===== config.mk =====
export PLATFORM = sky130hd
export DESIGN_NAME = quoted_string_unescape_decoder_top
export DESIGN_NICKNAME = d
export VERILOG_FILES = /design/src/rtl/qsud_pkg.sv /design/src/rtl/qsud_front.sv /design/src/rtl/qsud_queue.sv /design/src/rtl/qsud_back.sv /design/src/rtl/quoted_string_unescape_decoder_top.sv
export SDC_FILE = /design/constraint.sdc
export NUM_CORES = 1
export LEC_CHECK = 0
export ABC_AREA = 1
export BUFFER_PORTS_ARGS = -buffer_cell sky130_fd_sc_hd__buf_2
export CAP_MARGIN = 20
export CORE_ASPECT_RATIO = 0.9
export CORE_MARGIN = 3
export CORE_UTILIZATION = 55
export CTS_CLUSTER_SIZE = 28
export DETAILED_ROUTE_END_ITERATION = 10
export PLACE_DENSITY = 0.83
export REMOVE_ABC_BUFFERS = 1
export SLEW_MARGIN = 20
export SYNTH_ARGS = -nofsm -noshare
export SYNTH_HDL_FRONTEND = slang
export SYNTH_SLANG_ARGS = --single-unit
export TNS_END_PERCENT = 5

===== constraint.sdc =====
create_clock -name i_clk -period 6.1 [get_ports i_clk]
set_clock_uncertainty 0.15 [all_clocks]
set_input_delay 0.305 -clock i_clk [delete_from_list [all_inputs] [get_ports i_clk]]
set_output_delay 0.305 -clock i_clk [all_outputs]
set_load 0.005 [all_outputs]

===== src/rtl/qsud_pkg.sv =====
// Package for the quoted string unescape decoder.
// Holds the phase and result kind codes, error codes, register addresses and the job record.
// No dependencies.
package qsud_pkg;

    localparam logic [7:0] QUOTE_RESET  = 8'h22;
    localparam logic [7:0] BACKTICK     = 8'h60;
    localparam logic [7:0] BACKSLASH    = 8'h5C;
    localparam logic [7:0] NEWLINE      = 8'h0A;
    localparam int         QUEUE_DEPTH  = 4;
    localparam int         QPTR_W       = $clog2(QUEUE_DEPTH);

    // Register index decode (paddr[2])
    localparam logic REG_QUOTE = 1'b0;
    localparam logic REG_ALLOW = 1'b1;

    localparam logic [2:0] ERR_NONE     = 3'd0;
    localparam logic [2:0] ERR_NO_OPEN  = 3'd1;
    localparam logic [2:0] ERR_NO_CLOSE = 3'd2;
    localparam logic [2:0] ERR_NEWLINE  = 3'd3;
    localparam logic [2:0] ERR_BAD_X    = 3'd4;
    localparam logic [2:0] ERR_BAD_U4   = 3'd5;
    localparam logic [2:0] ERR_BAD_U8   = 3'd6;

    typedef enum logic [1:0] {
        KIND_DATA = 2'd0,
        KIND_END  = 2'd1,
        KIND_ERR  = 2'd2
    } t_kind;

    typedef enum logic [3:0] {
        PH_SEEK   = 4'd0,
        PH_BODY   = 4'd1,
        PH_SKIPWS = 4'd2,
        PH_ESC    = 4'd3,
        PH_OCT    = 4'd4,
        PH_HEX2   = 4'd5,
        PH_HEX4   = 4'd6,
        PH_HEX8   = 4'd7,
        PH_HALT   = 4'd8
    } t_phase;

    typedef struct packed {
        t_kind       kind;
        logic [2:0]  err;
        logic [7:0]  data;
    } t_res;

    // All results caused by one input item
    typedef struct packed {
        logic [2:0]  cnt;
        logic [31:0] pos;
        t_res [3:0]  res;
    } t_job;

endpackage


===== src/rtl/qsud_front.sv =====
// Front end: accepts source bytes, runs the string/escape state machine and
// builds one job record (up to four results) per byte. Depends on qsud_pkg.
module qsud_front import qsud_pkg::*; (
    input  logic        i_clk,
    input  logic        i_rst_n,
    input  logic        i_valid,
    output logic        o_ready,
    input  logic [7:0]  i_byte,
    input  logic        i_last,
    input  logic [7:0]  i_quote,
    input  logic        i_allow_nl,
    input  logic        i_full,
    output logic        o_push,
    output t_job        o_job
);

    typedef struct packed {
        t_phase ph;
        logic   emit;
        t_res   res;
    } t_body;

    t_phase      r_phase, n_phase;
    logic [3:0]  r_dc, n_dc;
    logic [31:0] r_acc, n_acc;
    logic [31:0] r_idx, n_idx;
    t_job        w_job;
    logic        w_take;

    function automatic t_res mk_data(input logic [7:0] d);
        t_res r;
        r.kind = KIND_DATA;
        r.err  = ERR_NONE;
        r.data = d;
        return r;
    endfunction

    function automatic t_res mk_err(input logic [2:0] e);
        t_res r;
        r.kind = KIND_ERR;
        r.err  = e;
        r.data = 8'h00;
        return r;
    endfunction

    function automatic t_body body_step(input logic [7:0] b, input logic [7:0] q,
                                        input logic allow);
        t_body o;
        o.ph   = PH_BODY;
        o.emit = 1'b0;
        o.res  = mk_data(b);
        if (b == BACKSLASH) begin
            o.ph = PH_ESC;
        end else if (b == NEWLINE) begin
            if (!allow) begin
                o.ph   = PH_HALT;
                o.emit = 1'b1;
                o.res  = mk_err(ERR_NEWLINE);
            end else if (q != BACKTICK) begin
                o.ph = PH_SKIPWS;
            end else begin
                o.emit = 1'b1;
            end
        end else if (b == q) begin
            o.ph       = PH_HALT;
            o.emit     = 1'b1;
            o.res.kind = KIND_END;
            o.res.data = 8'h00;
        end else begin
            o.emit = 1'b1;
        end
        return o;
    endfunction

    function automatic logic [4:0] hex_val(input logic [7:0] b);
        logic [4:0] v;
        v = 5'd0;
        if (b >= 8'h30 && b <= 8'h39) begin
            v = {1'b1, b[3:0]};
        end else if ((b >= 8'h41 && b <= 8'h46) || (b >= 8'h61 && b <= 8'h66)) begin
            v = {1'b1, b[3:0] + 4'd9};
        end
        return v;
    endfunction

    function automatic t_job utf8(input logic [31:0] cp);
        t_job j;
        j = '0;
        if (cp < 32'h80) begin
            j.cnt    = 3'd1;
            j.res[0] = mk_data(cp[7:0]);
        end else if (cp < 32'h800) begin
            j.cnt    = 3'd2;
            j.res[0] = mk_data({3'b110, cp[10:6]});
            j.res[1] = mk_data({2'b10, cp[5:0]});
        end else if (cp < 32'h10000) begin
            j.cnt    = 3'd3;
            j.res[0] = mk_data({4'b1110, cp[15:12]});
            j.res[1] = mk_data({2'b10, cp[11:6]});
            j.res[2] = mk_data({2'b10, cp[5:0]});
        end else if (cp <= 32'h10FFFF) begin
            j.cnt    = 3'd4;
            j.res[0] = mk_data({5'b11110, cp[20:18]});
            j.res[1] = mk_data({2'b10, cp[17:12]});
            j.res[2] = mk_data({2'b10, cp[11:6]});
            j.res[3] = mk_data({2'b10, cp[5:0]});
        end else begin
            j.cnt    = 3'd3;
            j.res[0] = mk_data(8'hEF);
            j.res[1] = mk_data(8'hBF);
            j.res[2] = mk_data(8'hBD);
        end
        return j;
    endfunction

    always_comb begin
        t_body      bs;
        logic [4:0] hv;
        logic [3:0] dc1;
        logic [7:0] oct;
        logic [31:0] hacc;
        logic       done;
        logic [2:0] hex_err;

        n_phase = r_phase;
        n_dc    = r_dc;
        n_acc   = r_acc;
        n_idx   = r_idx + 32'd1;
        w_job   = '0;
        bs      = body_step(i_byte, i_quote, i_allow_nl);
        hv      = hex_val(i_byte);
        dc1     = r_dc + 4'd1;
        oct     = {r_acc[4:0], i_byte[2:0]};
        hacc    = {r_acc[27:0], hv[3:0]};
        done    = 1'b0;
        hex_err = ERR_BAD_X;

        unique case (r_phase) inside
            PH_SEEK: begin
                if (i_byte == i_quote) n_phase = PH_BODY;
            end
            PH_BODY: begin
                n_phase    = bs.ph;
                w_job.cnt  = {2'b00, bs.emit};
                w_job.res[0] = bs.res;
            end
            PH_SKIPWS: begin
                if (!((i_byte >= 8'h09 && i_byte <= 8'h0D) || i_byte == 8'h20)) begin
                    n_phase      = bs.ph;
                    w_job.cnt    = {2'b00, bs.emit};
                    w_job.res[0] = bs.res;
                end
            end
            PH_ESC: begin
                n_phase = PH_BODY;
                n_dc    = 4'd0;
                n_acc   = 32'd0;
                w_job.cnt = 3'd1;
                unique case (i_byte) inside
                    8'h61: w_job.res[0] = mk_data(8'd7);
                    8'h62: w_job.res[0] = mk_data(8'd8);
                    8'h74: w_job.res[0] = mk_data(8'd9);
                    8'h6E: w_job.res[0] = mk_data(8'd10);
                    8'h76: w_job.res[0] = mk_data(8'd11);
                    8'h66: w_job.res[0] = mk_data(8'd12);
                    8'h72: w_job.res[0] = mk_data(8'd13);
                    8'h78, 8'h58: begin
                        n_phase   = PH_HEX2;
                        w_job.cnt = 3'd0;
                    end
                    8'h75: begin
                        n_phase   = PH_HEX4;
                        w_job.cnt = 3'd0;
                    end
                    8'h55: begin
                        n_phase   = PH_HEX8;
                        w_job.cnt = 3'd0;
                    end
                    [8'h30:8'h37]: begin
                        n_phase   = PH_OCT;
                        n_acc     = {29'd0, i_byte[2:0]};
                        n_dc      = 4'd1;
                        w_job.cnt = 3'd0;
                    end
                    default: w_job.res[0] = mk_data(i_byte);
                endcase
            end
            PH_OCT: begin
                if (i_byte >= 8'h30 && i_byte <= 8'h37) begin
                    n_acc = {24'd0, oct};
                    n_dc  = dc1;
                    if (dc1 >= 4'd3) begin
                        w_job.cnt    = 3'd1;
                        w_job.res[0] = mk_data(oct);
                        n_phase      = PH_BODY;
                        n_dc         = 4'd0;
                        n_acc        = 32'd0;
                    end
                end else begin
                    w_job.res[0] = mk_data(r_acc[7:0]);
                    w_job.res[1] = bs.res;
                    w_job.cnt    = bs.emit ? 3'd2 : 3'd1;
                    n_phase      = bs.ph;
                    n_dc         = 4'd0;
                    n_acc        = 32'd0;
                end
            end
            PH_HEX2, PH_HEX4, PH_HEX8: begin
                if (r_phase == PH_HEX4) hex_err = ERR_BAD_U4;
                if (r_phase == PH_HEX8) hex_err = ERR_BAD_U8;
                if (!hv[4]) begin
                    w_job.cnt    = 3'd1;
                    w_job.res[0] = mk_err(hex_err);
                    n_phase      = PH_HALT;
                end else begin
                    n_acc = hacc;
                    n_dc  = dc1;
                    if (r_phase == PH_HEX2) done = (dc1 >= 4'd2);
                    else if (r_phase == PH_HEX4) done = (dc1 >= 4'd4);
                    else done = (dc1 >= 4'd8);
                    if (done) begin
                        if (r_phase == PH_HEX2) begin
                            w_job.cnt    = 3'd1;
                            w_job.res[0] = mk_data(hacc[7:0]);
                        end else begin
                            w_job = utf8(hacc);
                        end
                        n_phase = PH_BODY;
                        n_dc    = 4'd0;
                        n_acc   = 32'd0;
                    end
                end
            end
            default: n_phase = PH_HALT;
        endcase

        if (i_last) begin
            if (n_phase == PH_SEEK) begin
                w_job        = '0;
                w_job.cnt    = 3'd1;
                w_job.res[0] = mk_err(ERR_NO_OPEN);
            end else if (n_phase != PH_HALT) begin
                w_job        = '0;
                w_job.cnt    = 3'd1;
                w_job.res[0] = mk_err(ERR_NO_CLOSE);
            end
            n_phase = PH_SEEK;
            n_dc    = 4'd0;
            n_acc   = 32'd0;
            n_idx   = 32'd0;
        end
        w_job.pos = r_idx;
    end

    assign o_ready = !i_full;
    assign w_take  = i_valid && !i_full;
    assign o_push  = w_take && (w_job.cnt != 3'd0);
    assign o_job   = w_job;

    always_ff @(posedge i_clk) begin
        if (!i_rst_n) begin
            r_phase <= PH_SEEK;
            r_dc    <= 4'd0;
            r_acc   <= 32'd0;
            r_idx   <= 32'd0;
        end else if (w_take) begin
            r_phase <= n_phase;
            r_dc    <= n_dc;
            r_acc   <= n_acc;
            r_idx   <= n_idx;
        end
    end

endmodule


===== src/rtl/qsud_queue.sv =====
// Job queue between the front end and the output serializer.
// Small register FIFO of job records. Depends on qsud_pkg.
module qsud_queue import qsud_pkg::*; (
    input  logic  i_clk,
    input  logic  i_rst_n,
    input  logic  i_push,
    input  t_job  i_job,
    output logic  o_full,
    input  logic  i_pop,
    output logic  o_empty,
    output t_job  o_head
);

    t_job                r_mem [QUEUE_DEPTH];
    logic [QPTR_W-1:0]   r_wr, r_rd;
    logic [QPTR_W:0]     r_cnt;

    assign o_full  = (r_cnt == (QPTR_W+1)'(QUEUE_DEPTH));
    assign o_empty = (r_cnt == '0);
    assign o_head  = r_mem[r_rd];

    always_ff @(posedge i_clk) begin
        if (i_push) r_mem[r_wr] <= i_job;
    end

    always_ff @(posedge i_clk) begin
        if (!i_rst_n) begin
            r_wr  <= '0;
            r_rd  <= '0;
            r_cnt <= '0;
        end else begin
            if (i_push) r_wr <= r_wr + QPTR_W'(1);
            if (i_pop)  r_rd <= r_rd + QPTR_W'(1);
            if (i_push && !i_pop)      r_cnt <= r_cnt + (QPTR_W+1)'(1);
            else if (!i_push && i_pop) r_cnt <= r_cnt - (QPTR_W+1)'(1);
        end
    end

endmodule


===== src/rtl/qsud_back.sv =====
// Back end: walks the results of the head job one per cycle, while the output is not
// stalled, into a registered output stage. Depends on qsud_pkg.
module qsud_back import qsud_pkg::*; (
    input  logic        i_clk,
    input  logic        i_rst_n,
    input  logic        i_empty,
    input  t_job        i_head,
    output logic        o_pop,
    output logic        o_valid,
    input  logic        i_ready,
    output t_res        o_res,
    output logic [31:0] o_pos
);

    logic        r_valid;
    t_res        r_res;
    logic [31:0] r_pos;
    logic [1:0]  r_sub;
    logic        w_free, w_load, w_lastsub;

    assign w_free    = !r_valid || i_ready;
    assign w_load    = w_free && !i_empty;
    assign w_lastsub = ({1'b0, r_sub} == (i_head.cnt - 3'd1));
    assign o_pop     = w_load && w_lastsub;

    always_ff @(posedge i_clk) begin
        if (!i_rst_n) begin
            r_valid <= 1'b0;
            r_sub   <= 2'd0;
        end else begin
            if (w_free) r_valid <= !i_empty;
            if (w_load) r_sub <= w_lastsub ? 2'd0 : r_sub + 2'd1;
        end
    end

    always_ff @(posedge i_clk) begin
        if (w_load) begin
            r_res <= i_head.res[r_sub];
            r_pos <= i_head.pos;
        end
    end

    assign o_valid = r_valid;
    assign o_res   = r_res;
    assign o_pos   = r_pos;

endmodule


===== src/rtl/quoted_string_unescape_decoder_top.sv =====
// Quoted string unescape decoder, top level: APB registers, front end, job queue, back end.
// Depends on qsud_pkg, qsud_front, qsud_queue, qsud_back.
//
// Takes one source byte per cycle on the slave stream, however many results it causes,
// while the job queue is not full, and emits decoded string bytes, an end marker at the
// closing quote, or an error item on the master stream. A byte causing several results
// (octal flush plus the next character: two; a \u or \U escape: up to four UTF-8 bytes)
// holds the output serializer, so sustained rate is one result item per cycle while the
// master stream is ready; a four-entry job queue lets input keep flowing while the output
// stalls. No clearing pass after reset. Write registers only while the block is idle.
module quoted_string_unescape_decoder_top import qsud_pkg::*; (
    input  logic        i_clk,
    input  logic        i_rst_n,
    input  logic        s_axis_tvalid,
    output logic        s_axis_tready,
    input  logic [7:0]  s_axis_tdata,   // [7:0] src_byte
    input  logic        s_axis_tlast,   // is_last
    output logic        m_axis_tvalid,
    input  logic        m_axis_tready,
    output logic [47:0] m_axis_tdata,   // [7:0] data_byte, [10:8] error_code,
                                        // [42:11] position, [47:43] zero
    output logic [1:0]  m_axis_tuser,   // [1:0] kind
    input  logic        psel,
    input  logic        penable,
    input  logic        pwrite,
    input  logic [2:0]  paddr,
    input  logic [31:0] pwdata,
    output logic [31:0] prdata,
    output logic        pready
);

    logic [7:0]  r_quote;
    logic        r_allow;
    logic        w_push, w_full, w_pop, w_empty;
    t_job        w_job, w_head;
    t_res        w_res;
    logic [31:0] w_pos;

    assign pready = 1'b1;

    always_ff @(posedge i_clk) begin
        if (!i_rst_n) begin
            r_quote <= QUOTE_RESET;
            r_allow <= 1'b1;
        end else if (psel && penable && pwrite && pready) begin
            unique case (paddr[2])
                REG_QUOTE: r_quote <= pwdata[7:0];
                REG_ALLOW: r_allow <= pwdata[0];
                default: ;
            endcase
        end
    end

    always_comb begin
        unique case (paddr[2])
            REG_QUOTE: prdata = {24'd0, r_quote};
            REG_ALLOW: prdata = {31'd0, r_allow};
            default:   prdata = 32'd0;
        endcase
    end

    qsud_front u_front (
        .i_clk      (i_clk),
        .i_rst_n    (i_rst_n),
        .i_valid    (s_axis_tvalid),
        .o_ready    (s_axis_tready),
        .i_byte     (s_axis_tdata),
        .i_last     (s_axis_tlast),
        .i_quote    (r_quote),
        .i_allow_nl (r_allow),
        .i_full     (w_full),
        .o_push     (w_push),
        .o_job      (w_job)
    );

    qsud_queue u_queue (
        .i_clk   (i_clk),
        .i_rst_n (i_rst_n),
        .i_push  (w_push),
        .i_job   (w_job),
        .o_full  (w_full),
        .i_pop   (w_pop),
        .o_empty (w_empty),
        .o_head  (w_head)
    );

    qsud_back u_back (
        .i_clk   (i_clk),
        .i_rst_n (i_rst_n),
        .i_empty (w_empty),
        .i_head  (w_head),
        .o_pop   (w_pop),
        .o_valid (m_axis_tvalid),
        .i_ready (m_axis_tready),
        .o_res   (w_res),
        .o_pos   (w_pos)
    );

    assign m_axis_tdata = {5'd0, w_pos, w_res.err, w_res.data};
    assign m_axis_tuser = w_res.kind;

    a_no_overflow: assert property (@(posedge i_clk) disable iff (!i_rst_n)
        w_push |-> !w_full)
        else $error("job pushed into full queue");

    a_no_pop_empty: assert property (@(posedge i_clk) disable iff (!i_rst_n)
        w_pop |-> !w_empty)
        else $error("job popped from empty queue");

    a_err_code: assert property (@(posedge i_clk) disable iff (!i_rst_n)
        m_axis_tvalid |-> ((m_axis_tuser == KIND_ERR) == (m_axis_tdata[10:8] != ERR_NONE)))
        else $error("error code does not match result kind");

    a_marker_data: assert property (@(posedge i_clk) disable iff (!i_rst_n)
        (m_axis_tvalid && m_axis_tuser != KIND_DATA) |-> (m_axis_tdata[7:0] == 8'h00))
        else $error("end or error item carries data");

endmodule

==> run_results.csv <==
group,metric,value,unit
critical_path,worst_ep_required_time,6.38,ns
global_route,grt_pass1_wl,74100,µm
critical_path,r2r_cells,15,
logic_synthesis,synth_most_common_cell,"edfxtp_1",
place,placedCellCount,2331,
timing,maxSlewHeadroom,31.2,%
logic_synthesis,synth_top_area_share,52.5,%
detailed_routing,drt-total-wl,47200,µm
cells_and_area,final_cells,2414,
floorplan,die_w,202,µm
logic_synthesis,synth_area,0.0190,mm²
clock_tree,clk_latency,0.55,ns
timing,period_share,64.4,%
detailed_routing,via_per_inst,5.95,
global_route,antenna_found_initial,2,
timing,fmax,0.255,GHz
cells_and_area,diodes,0,
detailed_routing,top_layer,"met5",
clock_tree,cts_made_buffers,41,
hold_path,hold_depth,4,
critical_path,worstPathMaxFanout,84,
cells_and_area,drive_gt1_share,11.5,%
timing,setup-violations-final,0,
critical_path,timing.rr.end,"u_queue.r_cnt[2]",
power,power.density,351,mW/mm²
detailed_routing,met2_length,21900,µm
logic_synthesis,synth_area_leaders,"edfxtp_1 (53%), dfxtp_1 (9.4%), nor2_1 (5.7%)",
critical_path,path_class,"reg2reg",
job,drv_cap,0,
detailed_routing,drtPass1Iterations,6,
hold_path,hold_class,"in2reg",
timing,drv_slew,0,
cells_and_area,final_core_utilization,62.9,%
floorplan,die-height,182,µm
clock_tree,htree_levels,2,
place,dpl.hpwl,30000,µm
global_route,track_usage,25.3,%
logic_synthesis,ys.flop_type,"edfxtp_1",
clock_tree,cts_setup_buffers,0,
logic_synthesis,synth-edff-count,333,
floorplan,core-area,0.0335,mm²
power,leakagePower,7.56,nW
global_route,grt_pass1_vias,13900,
power,ir_drop,311,µV
clock_tree,cts_root_buf,"clkbuf_16",
critical_path,crit_arrival,4.20,ns
place,port_buffers,79,
floorplan,initial_core_util,56.8,%
hold_path,hp-start,"penable",
detailed_routing,dr_wl_met3,4590,µm
clock_tree,cts_buffer_depth,3,
global_route,grt_max_degree,103,
detailed_routing,wl_met1,19600,µm
place,gp_congestion,0.953,
detailed_routing,via_count,14400,
logic_synthesis,yosysTopAreaCell,"edfxtp_1",
critical_path,reg2reg_setup_slack,2.17,ns
cells_and_area,area_delta_synth_final,10.7,%
clock_tree,clkSinkCount,422,
logic_synthesis,yosys-top-cells-count,"edfxtp_1 (333), nor2_1 (290), nand2_1 (225), o21ai_0 (196), inv_1 (126)",
logic_synthesis,synth.distinct_cells,60,
detailed_routing,avgRoutedWirePerCell,19.5,µm
critical_path,worstSetupEndpointType,"register",
floorplan,ios,136,
logic_synthesis,synth-seq-cells,422,
cells_and_area,nNetsFinal,1995,
timing,fin_crit,3.93,ns
clock_tree,clkTransAtPathRegs,0.06,ns
detailed_routing,ant_nets,0,
global_route,grt_overflow,0,
hold_path,hold_path_end,"r_quote[1]",
detailed_routing,route.detailed.drc,0,
timing,rsz0062_at_grt,"no",
logic_synthesis,postSynthCellCount,1868,
logic_synthesis,syn_avg_cell_area,10.2,µm²
logic_synthesis,yosys_warnings,0,
critical_path,start_kind,"register",
logic_synthesis,synth_seq_area_share,61.9,%
clock_tree,cts_tree,"built",
floorplan,die-area,0.0369,mm²
detailed_routing,drtIter0Drc,1600,
timing,hold_viol_final,0,
status,outcome,"finished, final reports clean",
logic_synthesis,synthArstFlopShare,0,%
timing,tightest_slew,1.03,ns
floorplan,rows,63,
==> power breakdown <==
| group | internal (W) | leakage, nW | switching (W) |
|---|---|---|---|
| clock | 0.00131 | 0.607 | 0.00104 |
| combinational | 0.000437 | 3.07 | 0.000969 |
| sequential | 0.00348 | 3.87 | 0.000148 |
==> how the worst max path moves through the flow <==
| stage | from | endpoint | slack, ns | cells after the start |
|---|---|---|---|---|
| finish | register | u_queue.r_cnt[2] | 2.17 | 15 |
| global route | register | u_queue.r_cnt[2] | 2.04 | 15 |
| CTS | register | u_queue.r_cnt[2] | 2.28 | 15 |
| detailed placement | s_axis_tdata[0] | u_queue.r_mem[0][6] | 2.17 | 15 |
| global placement | s_axis_tdata[0] | u_queue.r_mem[0][65] | 2.24 | 15 |
| floorplan | register | u_queue.r_cnt[1] | -1.71 | 12 |
==> timing repair <==
item	in CTS	in global routing
hold buffers	10	0
gates resized for setup	0	0
setup endpoints to repair	0	0
endpoints found under the hold margin	9	0
==> worst max-delay path, stage by stage, from the launching register on <==
cell and delay [ns]:
dfxtp_4 0.90, clkinv_2 0.15, buf_4 0.30, o21ai_0 0.24, o22a_1 0.20, ha_1 0.25, xnor2_1 0.18, nor2_1 0.08
nand3_1 0.16, ha_1 0.17, inv_1 0.07, fa_1 0.39, a21oi_1 0.17, o21ai_0 0.12, o21ai_0 0.16, a21oi_1 0.06
==> state kept, by name (all words and copies together), names as in the netlist, named ones only <==
register         cells
r_allow              1
r_quote              8
u_back.o_pos        32
u_back.o_res        13
u_back.o_valid       1
u_back.r_sub         2
u_front.r_acc       28
u_front.r_dc         4
u_front.r_idx       32
u_front.r_phase      4
u_queue.r_cnt        3
u_queue.r_mem      288
u_queue.r_rd         2
u_queue.r_wr         2
==> layout by cell type (no fill, tap or decap), types with 4 or more instances in the layout <==
master	Yosys	final
clkinv_2	1	7
nand2_1	225	225
nor3_2	4	4
o21ai_1	11	11
edfxtp_1	333	333
nor2_4	5	9
o211ai_1	15	15
xor2_1	12	12
o21ai_0	196	196
nand2_2	10	10
nor2_2	6	6
o21ai_2	4	4
inv_2	15	16
clkbuf_16	0	42
nor2_1	290	286
nand2_4	4	4
buf_12	0	4
o221ai_1	22	22
nand3_2	8	8
nand4_1	14	14
a31oi_1	10	9
o22ai_1	65	65
buf_4	36	10
nand3_1	65	65
clkbuf_1	62	10
xnor2_1	13	13
inv_1	126	125
nor4_1	10	10
a21oi_1	102	102
dlygate4sd3_1	0	10
clkinv_1	2	11
dfxtp_1	89	87
conb_1	2	30
buf_2	10	79
a211oi_1	4	4
a22oi_1	4	4
nor3_1	43	43
ha_1	14	14
==> kinds of logic after synthesis <==
kind of cell    Yosys count  share of synthesized area (%)
other cells               2                         0.0395
compound gates          450                           13.6
xor+xnor                 25                           1.15
buf+inv                 258                           5.92
simple gates            696                           16.4
fa+ha+maj                15                           1.03
flops                   422                           61.9
==> through the flow <==
step	TNS (ns)	power (W)	area, µm²	setup slack [ns]	hold slack (ns)
after floorplan	-19.99	0.00452	18600	-1.71	0.239
after global placement	0	0.00502	19700	2.24	0.313
after detailed placement	0	0.00508	19700	2.17	0.327
after CTS	0	0.00741	21100	2.28	0.00695
after global routing	0	0.00771	21100	2.04	0.0561
final	0	0.00739	21100	2.17	0.0273
==> per-layer routing <==
metal / global-route usage (%) / vias up
met5: 0 / -
met2: 40.6 / 743
li1: - / 6646
met1: 36.0 / 6858
met4: 7.28 / 2
met3: 4.14 / 115
==> cell type report <==
type                            count  area [µm²]
Tap cell                          455         569
Timing Repair Buffer              103         651
Clock inverter                     20         146
Multi-Input combinational cell   1216        6270
Sequential cell                   422       11800
Clock buffer                       53        1090
Inverter                          145         549
Fill cell                        2575       12400
No activity file was read; power rests on OpenSTA's default activity.
